## src/hdl/ttdar_pkg.sv

```systemverilog
// shared constants, action codes and types for the transposition table block
// no dependencies; used by ttdar_ctrl, ttdar_dp and the top level
`default_nettype none

package ttdar_pkg;

    // sizing
    localparam int INDEX_BITS   = 16;
    localparam int MOVE_BITS    = 32;
    localparam int SAMPLE_SLOTS = 1000;

    localparam int SLOT_COUNT = 1 << INDEX_BITS;
    localparam int CNT_W      = $clog2(SAMPLE_SLOTS + 1);

    // field widths of the item ports
    localparam int ACTION_W = 3;
    localparam int KEY_W    = 64;
    localparam int MOVE_W   = 32;
    localparam int DEPTH_W  = 7;
    localparam int SCORE_W  = 16;
    localparam int FLAG_W   = 2;
    localparam int AGE_W    = 3;
    localparam int FULL_W   = 7;
    localparam int CTR_W    = 32;

    // first slot of the fullness sample window, wraps modulo the table size
    localparam logic [INDEX_BITS-1:0] SCAN_BASE = INDEX_BITS'(SLOT_COUNT - SAMPLE_SLOTS);
    localparam logic [INDEX_BITS-1:0] SCAN_LAST = INDEX_BITS'(SAMPLE_SLOTS - 1);

    // divide by ten as multiply by 205 and shift by 11, exact below 1029
    localparam int DIV10_MUL   = 205;
    localparam int DIV10_SHIFT = 11;

    // action codes
    localparam logic [ACTION_W-1:0] ACT_PROBE = 3'd0;
    localparam logic [ACTION_W-1:0] ACT_STORE = 3'd1;
    localparam logic [ACTION_W-1:0] ACT_AGE   = 3'd2;
    localparam logic [ACTION_W-1:0] ACT_CLEAR = 3'd3;
    localparam logic [ACTION_W-1:0] ACT_FULL  = 3'd4;

    // one table slot
    typedef struct packed {
        logic [KEY_W-1:0]          key;
        logic [MOVE_BITS-1:0]      move;
        logic [DEPTH_W-1:0]        depth;
        logic signed [SCORE_W-1:0] score;
        logic [FLAG_W-1:0]         flag;
        logic [AGE_W-1:0]          age;
    } t_slot;

    // controller states
    typedef enum logic [2:0] {
        S_INIT,
        S_IDLE,
        S_CLEAR,
        S_SCAN,
        S_TAIL,
        S_FINISH
    } t_state;

    // controller to datapath
    typedef struct packed {
        logic accept;    // capture item and read its slot
        logic sweep_wr;  // write zero at the walk address
        logic scan_rd;   // read the sample slot at SCAN_BASE plus the walk count
        logic walk_inc;  // advance the walk counter
        logic finish;    // commit the item and load the result
    } t_cmd;

    // datapath to controller
    typedef struct packed {
        logic walk_last_all;
        logic walk_last_scan;
        logic out_free;
    } t_sts;

endpackage

`default_nettype wire

```

## src/hdl/ttdar_ctrl.sv

```systemverilog
// controller state machine for the transposition table block
// depends on ttdar_pkg; drives commands into ttdar_dp
`default_nettype none

module ttdar_ctrl (
    input  wire logic                           i_clk,
    input  wire logic                           i_rst_n,
    input  wire logic                           i_valid,
    input  wire logic [ttdar_pkg::ACTION_W-1:0] i_action,
    input  wire ttdar_pkg::t_sts                i_sts,
    output ttdar_pkg::t_cmd                     o_cmd,
    output logic                                o_stall
);

    ttdar_pkg::t_state r_state;
    ttdar_pkg::t_state n_state;

    // state register
    always_ff @(posedge i_clk) begin
        if (!i_rst_n) begin
            r_state <= ttdar_pkg::S_INIT;
        end else begin
            r_state <= n_state;
        end
    end

    // next state and commands
    always_comb begin
        n_state = r_state;
        o_cmd   = '0;
        o_stall = 1'b1;
        unique case (r_state)
            ttdar_pkg::S_INIT: begin
                o_cmd.sweep_wr = 1'b1;
                o_cmd.walk_inc = 1'b1;
                if (i_sts.walk_last_all) begin
                    n_state = ttdar_pkg::S_IDLE;
                end
            end
            ttdar_pkg::S_IDLE: begin
                o_stall = 1'b0;
                if (i_valid) begin
                    o_cmd.accept = 1'b1;
                    if (i_action == ttdar_pkg::ACT_CLEAR) begin
                        n_state = ttdar_pkg::S_CLEAR;
                    end else if (i_action == ttdar_pkg::ACT_FULL) begin
                        n_state = ttdar_pkg::S_SCAN;
                    end else begin
                        n_state = ttdar_pkg::S_FINISH;
                    end
                end
            end
            ttdar_pkg::S_CLEAR: begin
                o_cmd.sweep_wr = 1'b1;
                o_cmd.walk_inc = 1'b1;
                if (i_sts.walk_last_all) begin
                    n_state = ttdar_pkg::S_FINISH;
                end
            end
            ttdar_pkg::S_SCAN: begin
                o_cmd.scan_rd  = 1'b1;
                o_cmd.walk_inc = 1'b1;
                if (i_sts.walk_last_scan) begin
                    n_state = ttdar_pkg::S_TAIL;
                end
            end
            ttdar_pkg::S_TAIL: begin
                // last sample read lands in the count here
                n_state = ttdar_pkg::S_FINISH;
            end
            ttdar_pkg::S_FINISH: begin
                if (i_sts.out_free) begin
                    o_cmd.finish = 1'b1;
                    n_state      = ttdar_pkg::S_IDLE;
                end
            end
            default: begin
                n_state = ttdar_pkg::S_IDLE;
            end
        endcase
    end

endmodule

`default_nettype wire

```

## config.mk

```make
export PLATFORM = sky130hd
export DESIGN_NAME = ttdar_ctrl
export DESIGN_NICKNAME = d
export VERILOG_FILES = /design/src/hdl/ttdar_pkg.sv /design/src/hdl/ttdar_ctrl.sv
export SDC_FILE = /design/constraint.sdc
export NUM_CORES = 1
export LEC_CHECK = 0
export BUFFER_PORTS_ARGS = -buffer_cell sky130_fd_sc_hd__buf_2
export CORE_AREA = 4 4 41 43
export CTS_CLUSTER_SIZE = 12
export DETAILED_ROUTE_END_ITERATION = 8
export DIE_AREA = 0 0 45 47
export GPL_TIMING_DRIVEN = 1
export HOLD_SLACK_MARGIN = 0.08
export SLEW_MARGIN = 10
export SYNTH_ARGS = -nofsm -noshare
export SYNTH_HDL_FRONTEND = slang
export SYNTH_SLANG_ARGS = --single-unit
```

## constraint.sdc

```tcl
create_clock -name i_clk -period 1.7 [get_ports i_clk]
set_input_delay 0.34 -clock i_clk [delete_from_list [all_inputs] [get_ports i_clk]]
set_output_delay 0.34 -clock i_clk [all_outputs]
set_load 0.005 [all_outputs]
```

[After elaboration in Yosys (flattened, before gate mapping)]
Cells that the tools add are included.
Storage, ports and cells
  register bits: 3
  bits of input ports: 9
  output and inout bits: 6
  logic and storage cells: 33
Cells by class
  equal/unequal tests: 12
  muxes and demuxes: 16
  reduce and logical (&&, ||, !) cells: 4
Operator list (count)
  two-way mux 3 bit: 7
  one-hot mux 3 bit (6 select lines): 1
  inequality test 2 bit (second input constant): 5
  equality test 3 x 2 -> 1 bit (second input constant): 3
  equality test 3 bit (second input constant): 3
  two-way mux 1 bit: 8
  AND reduction 5 bit: 1
  equality test 3 x 1 -> 1 bit (second input constant): 1
  zero test 3 bit: 1
  OR reduction 3 bit: 1
  OR reduction 2 bit: 1

[Logic depth before layout (Yosys ltp)]
  depth in word-level cells: 5
  gate-level depth with buffers: 5
  gate-level depth less buffers: 4

[Worst setup path after synthesis]
Ideal clock, no wire load.
  path kind: register to output
  start: register r_state[0]
  end: output o_cmd[0] (netlist bit)
  arrival: 0.774 ns
  required time: 1.360 ns
  slack: 0.586 ns
  stages on the path, launching flop included: 4
  path buffers: 1
  cells stage by stage: dfxtp_1 -> buf_6 -> and2b_1 -> and3_1
RTL lines
  from (decl): RTL line ttdar_ctrl.sv:15  | ttdar_pkg::t_state r_state;
  from (signal assigned): RTL line ttdar_ctrl.sv:21  | r_state <= ttdar_pkg::S_INIT;
  from (signal assigned): RTL line ttdar_ctrl.sv:23  | r_state <= n_state;
  to (decl): RTL line ttdar_ctrl.sv:11  | output ttdar_pkg::t_cmd o_cmd,

==> results.py <==
metrics = {
    "detailed_routing": {
        "dr.pass1.iters": 2,
        "vias_per_cell": 4.35,
        "vias": 287,
        "drc": 0,
        "routed_wl_um": 638,
        "wire_per_inst_um": 9.67,
        "ant_nets": 0,
        "drt_iter0_markers": 6,
    },
    "power_and_ir_drop": {
        "pwr-share-clk": 0.390,
        "peakVddDrop_v": 0.000243,
        "power.density_nw_per_um2": 855,
        "seq_power_share": 0.321,
        "p_comb_frac": 0.289,
        "finalPower_mw": 0.317,
        "netSwitchingPower_mw": 0.0997,
        "internal_power_mw": 0.217,
        "p_sw_frac": 0.315,
        "leakagePower_nw": 0.171,
    },
    "global_routing": {
        "grt_usage": 0.0710,
        "grt_overflow": 0,
        "grt_max_degree": 12,
        "grt_antenna_before_repair": 0,
        "grt_pass1_vias": 279,
        "grt_pass1_wl_um": 1100,
    },
    "timing": {
        "timing.fmax_ghz": 0.646,
        "tns_ps": 0,
        "rsz0062_at_grt": "no",
        "finalSetupViolCount": 0,
        "hold_violations": 0,
        "post-route-period-util": 0.911,
        "worst_pin_slew_ps": 386,
        "drv_slew": 0,
        "finalCriticalPeriod_ps": 1550,
        "slew_headroom": 0.742,
        "clock-skew-final_ps": 0.249,
    },
    "worst_setup_path": {
        "reg2reg_from": "r_state[2]",
        "reg2reg_slack_ps": 390,
        "critPathLaunchType": "flop",
        "crit_path_cell_trace": "nor2b_1 -> and2_1 -> buf_2",
        "path_max_fanout": 11,
        "cp_data_required_time_ps": 1360,
        "critPathTopFamily": "flip-flops",
        "crit_start": "r_state[2]",
        "path_buf_inv": 1,
        "slowest_stage": "dfxtp_1",
        "slowest_delay_ps": 540,
        "crit_type": "flop to output port",
        "r2r_cells": 4,
        "r2r_end": "r_state[1]",
        "crit_arrival_ps": 1210,
        "cp-end-kind": "output port",
    },
    "logic_synthesis": {
        "synth.top_cell.area_share": 0.220,
        "syn_inst": 35,
        "synth_most_common_cell": "nor2_1",
        "synth_common_cells": "6 x nor2_1, 3 x dfxtp_1, 2 x inv_1, 2 x mux2i_1, 2 x nor2b_1",
        "synth_ff_type": "dfxtp_1",
        "yosys.cell_types.count": 25,
        "ys_seq_area_frac": 0.220,
        "synth_top_cell_by_area": "dfxtp_1",
        "synth_edf_count": 0,
        "syn_nets": 44,
        "synth.area.top_cells": "dfxtp_1 22%, nor2_1 8.3%, mux2i_1 7.3%",
        "netlist_area_um2": 273,
        "synth-seq-cells": 3,
        "ys_warn_count": 0,
        "async_flop_share": 0,
        "avgSynthCellArea_um2": 7.79,
    },
    "finish": {
        "reg_top3": "r_state: 3 flops",
        "top_register": "r_state",
        "area_growth_pct": 35.8,
        "final_util": 0.285,
        "drive_gt1_frac": 0.412,
        "stdcell_area_um2": 370,
        "fin_nets": 61,
        "largest_reg_flops": 3,
        "n_antenna_cell": 0,
    },
    "die": {
        "die_h_um": 47,
        "fp.dieArea_um2": 2120,
        "row_count": 13,
        "start_util": 0.210,
        "ioPinCount": 15,
        "fp.dieW_um": 45,
        "core_um2": 1300,
    },
    "status": {
        "status": "complete, no violations",
    },
    "cts": {
        "cts_root_buf": "clkbuf_4",
        "clk_latency_ps": 230,
        "cts_made_buffers": 3,
        "cts.sinks": 3,
        "clockBufferDepth": 2,
        "cts_tree": "yes",
        "cts_max_level": 1,
        "cts.clk_slew.worst_paths_ps": 40,
    },
    "hold_path": {
        "holdPathStages": 2,
        "hp-class": "input pin to flop",
        "hp-start": "i_rst_n",
        "min_to": "r_state[0]",
    },
    "placement": {
        "hpwlAfterDp_um": 513,
        "io_buffer_count": 14,
        "placed_area_um2": 343,
        "globalplace.congestion": 0.695,
    },
    "run": {
        "cap_violations": 0,
    },
}
cell families after synthesis:
group	count (synthesis)	synth area share
xor gates and xnor gates	1	0.0321
AOI/OAI and AO/OA	8	0.206
muxes	2	0.0734
buffers and inverters	4	0.0963
and+or+nand+nor	17	0.372
DFF	3	0.220
placed cells by master (no fill, tap or decap), types with 2 or more instances in the layout:
cell type  instances
inv_1              2
nor2_1             6
dfxtp_1            2
clkbuf_4           3
nor2b_1            2
buf_2             14
mux2i_1            2
final cells by class:
class	count	area, µm²
fill	150	931
multi-input combinational	28	186
timing repair buffer	14	70.1
sequential	3	61.3
clock buffer	4	26.3
tap	15	18.8
inverter	2	7.51
metrics by stage:
stage | setup WS (ps) | hold slack, ps | std cells
after global placement | 380 | 574 | 62
after floorplan | 586 | 458 | 35
after detailed placement | 360 | 572 | 62
after CTS | 112 | 332 | 66
after global routing | 59.1 | 354 | 66
final | 151 | 341 | 66
timing repair:
item                                    CTS  global route
hold buffers                              0             0
endpoints found under the setup margin    0             1
gates resized for setup                   0             1
buffers inserted                          0             0
routing by layer:
metal  GRT usage  routed length [µm]
met1      0.0952                 286
met3      0.0192                  63
met5           0                   0
met2      0.0960                 288
met4      0.0526                   0
how the worst max path moves through the flow:
stage	endpoint	slack (ps)	depth (start not counted)
after floorplan	o_cmd[0]	590	3
after global placement	o_cmd[2]	380	3
after detailed placement	o_cmd[0]	360	3
after CTS	o_cmd[0]	110	3
after global routing	o_cmd[2]	60	3
final	o_cmd[2]	150	3
power groups by stage:
stage / clock, mW / sequential [mW] / combinational (mW)
after floorplan: 0 / 0.0841 / 0.0832
after global placement: 0 / 0.102 / 0.0927
after detailed placement: 0 / 0.102 / 0.0917
after CTS: 0.131 / 0.101 / 0.0924
after global routing: 0.137 / 0.105 / 0.105
final: 0.124 / 0.102 / 0.0915
(Power assumes the default switching activity.)
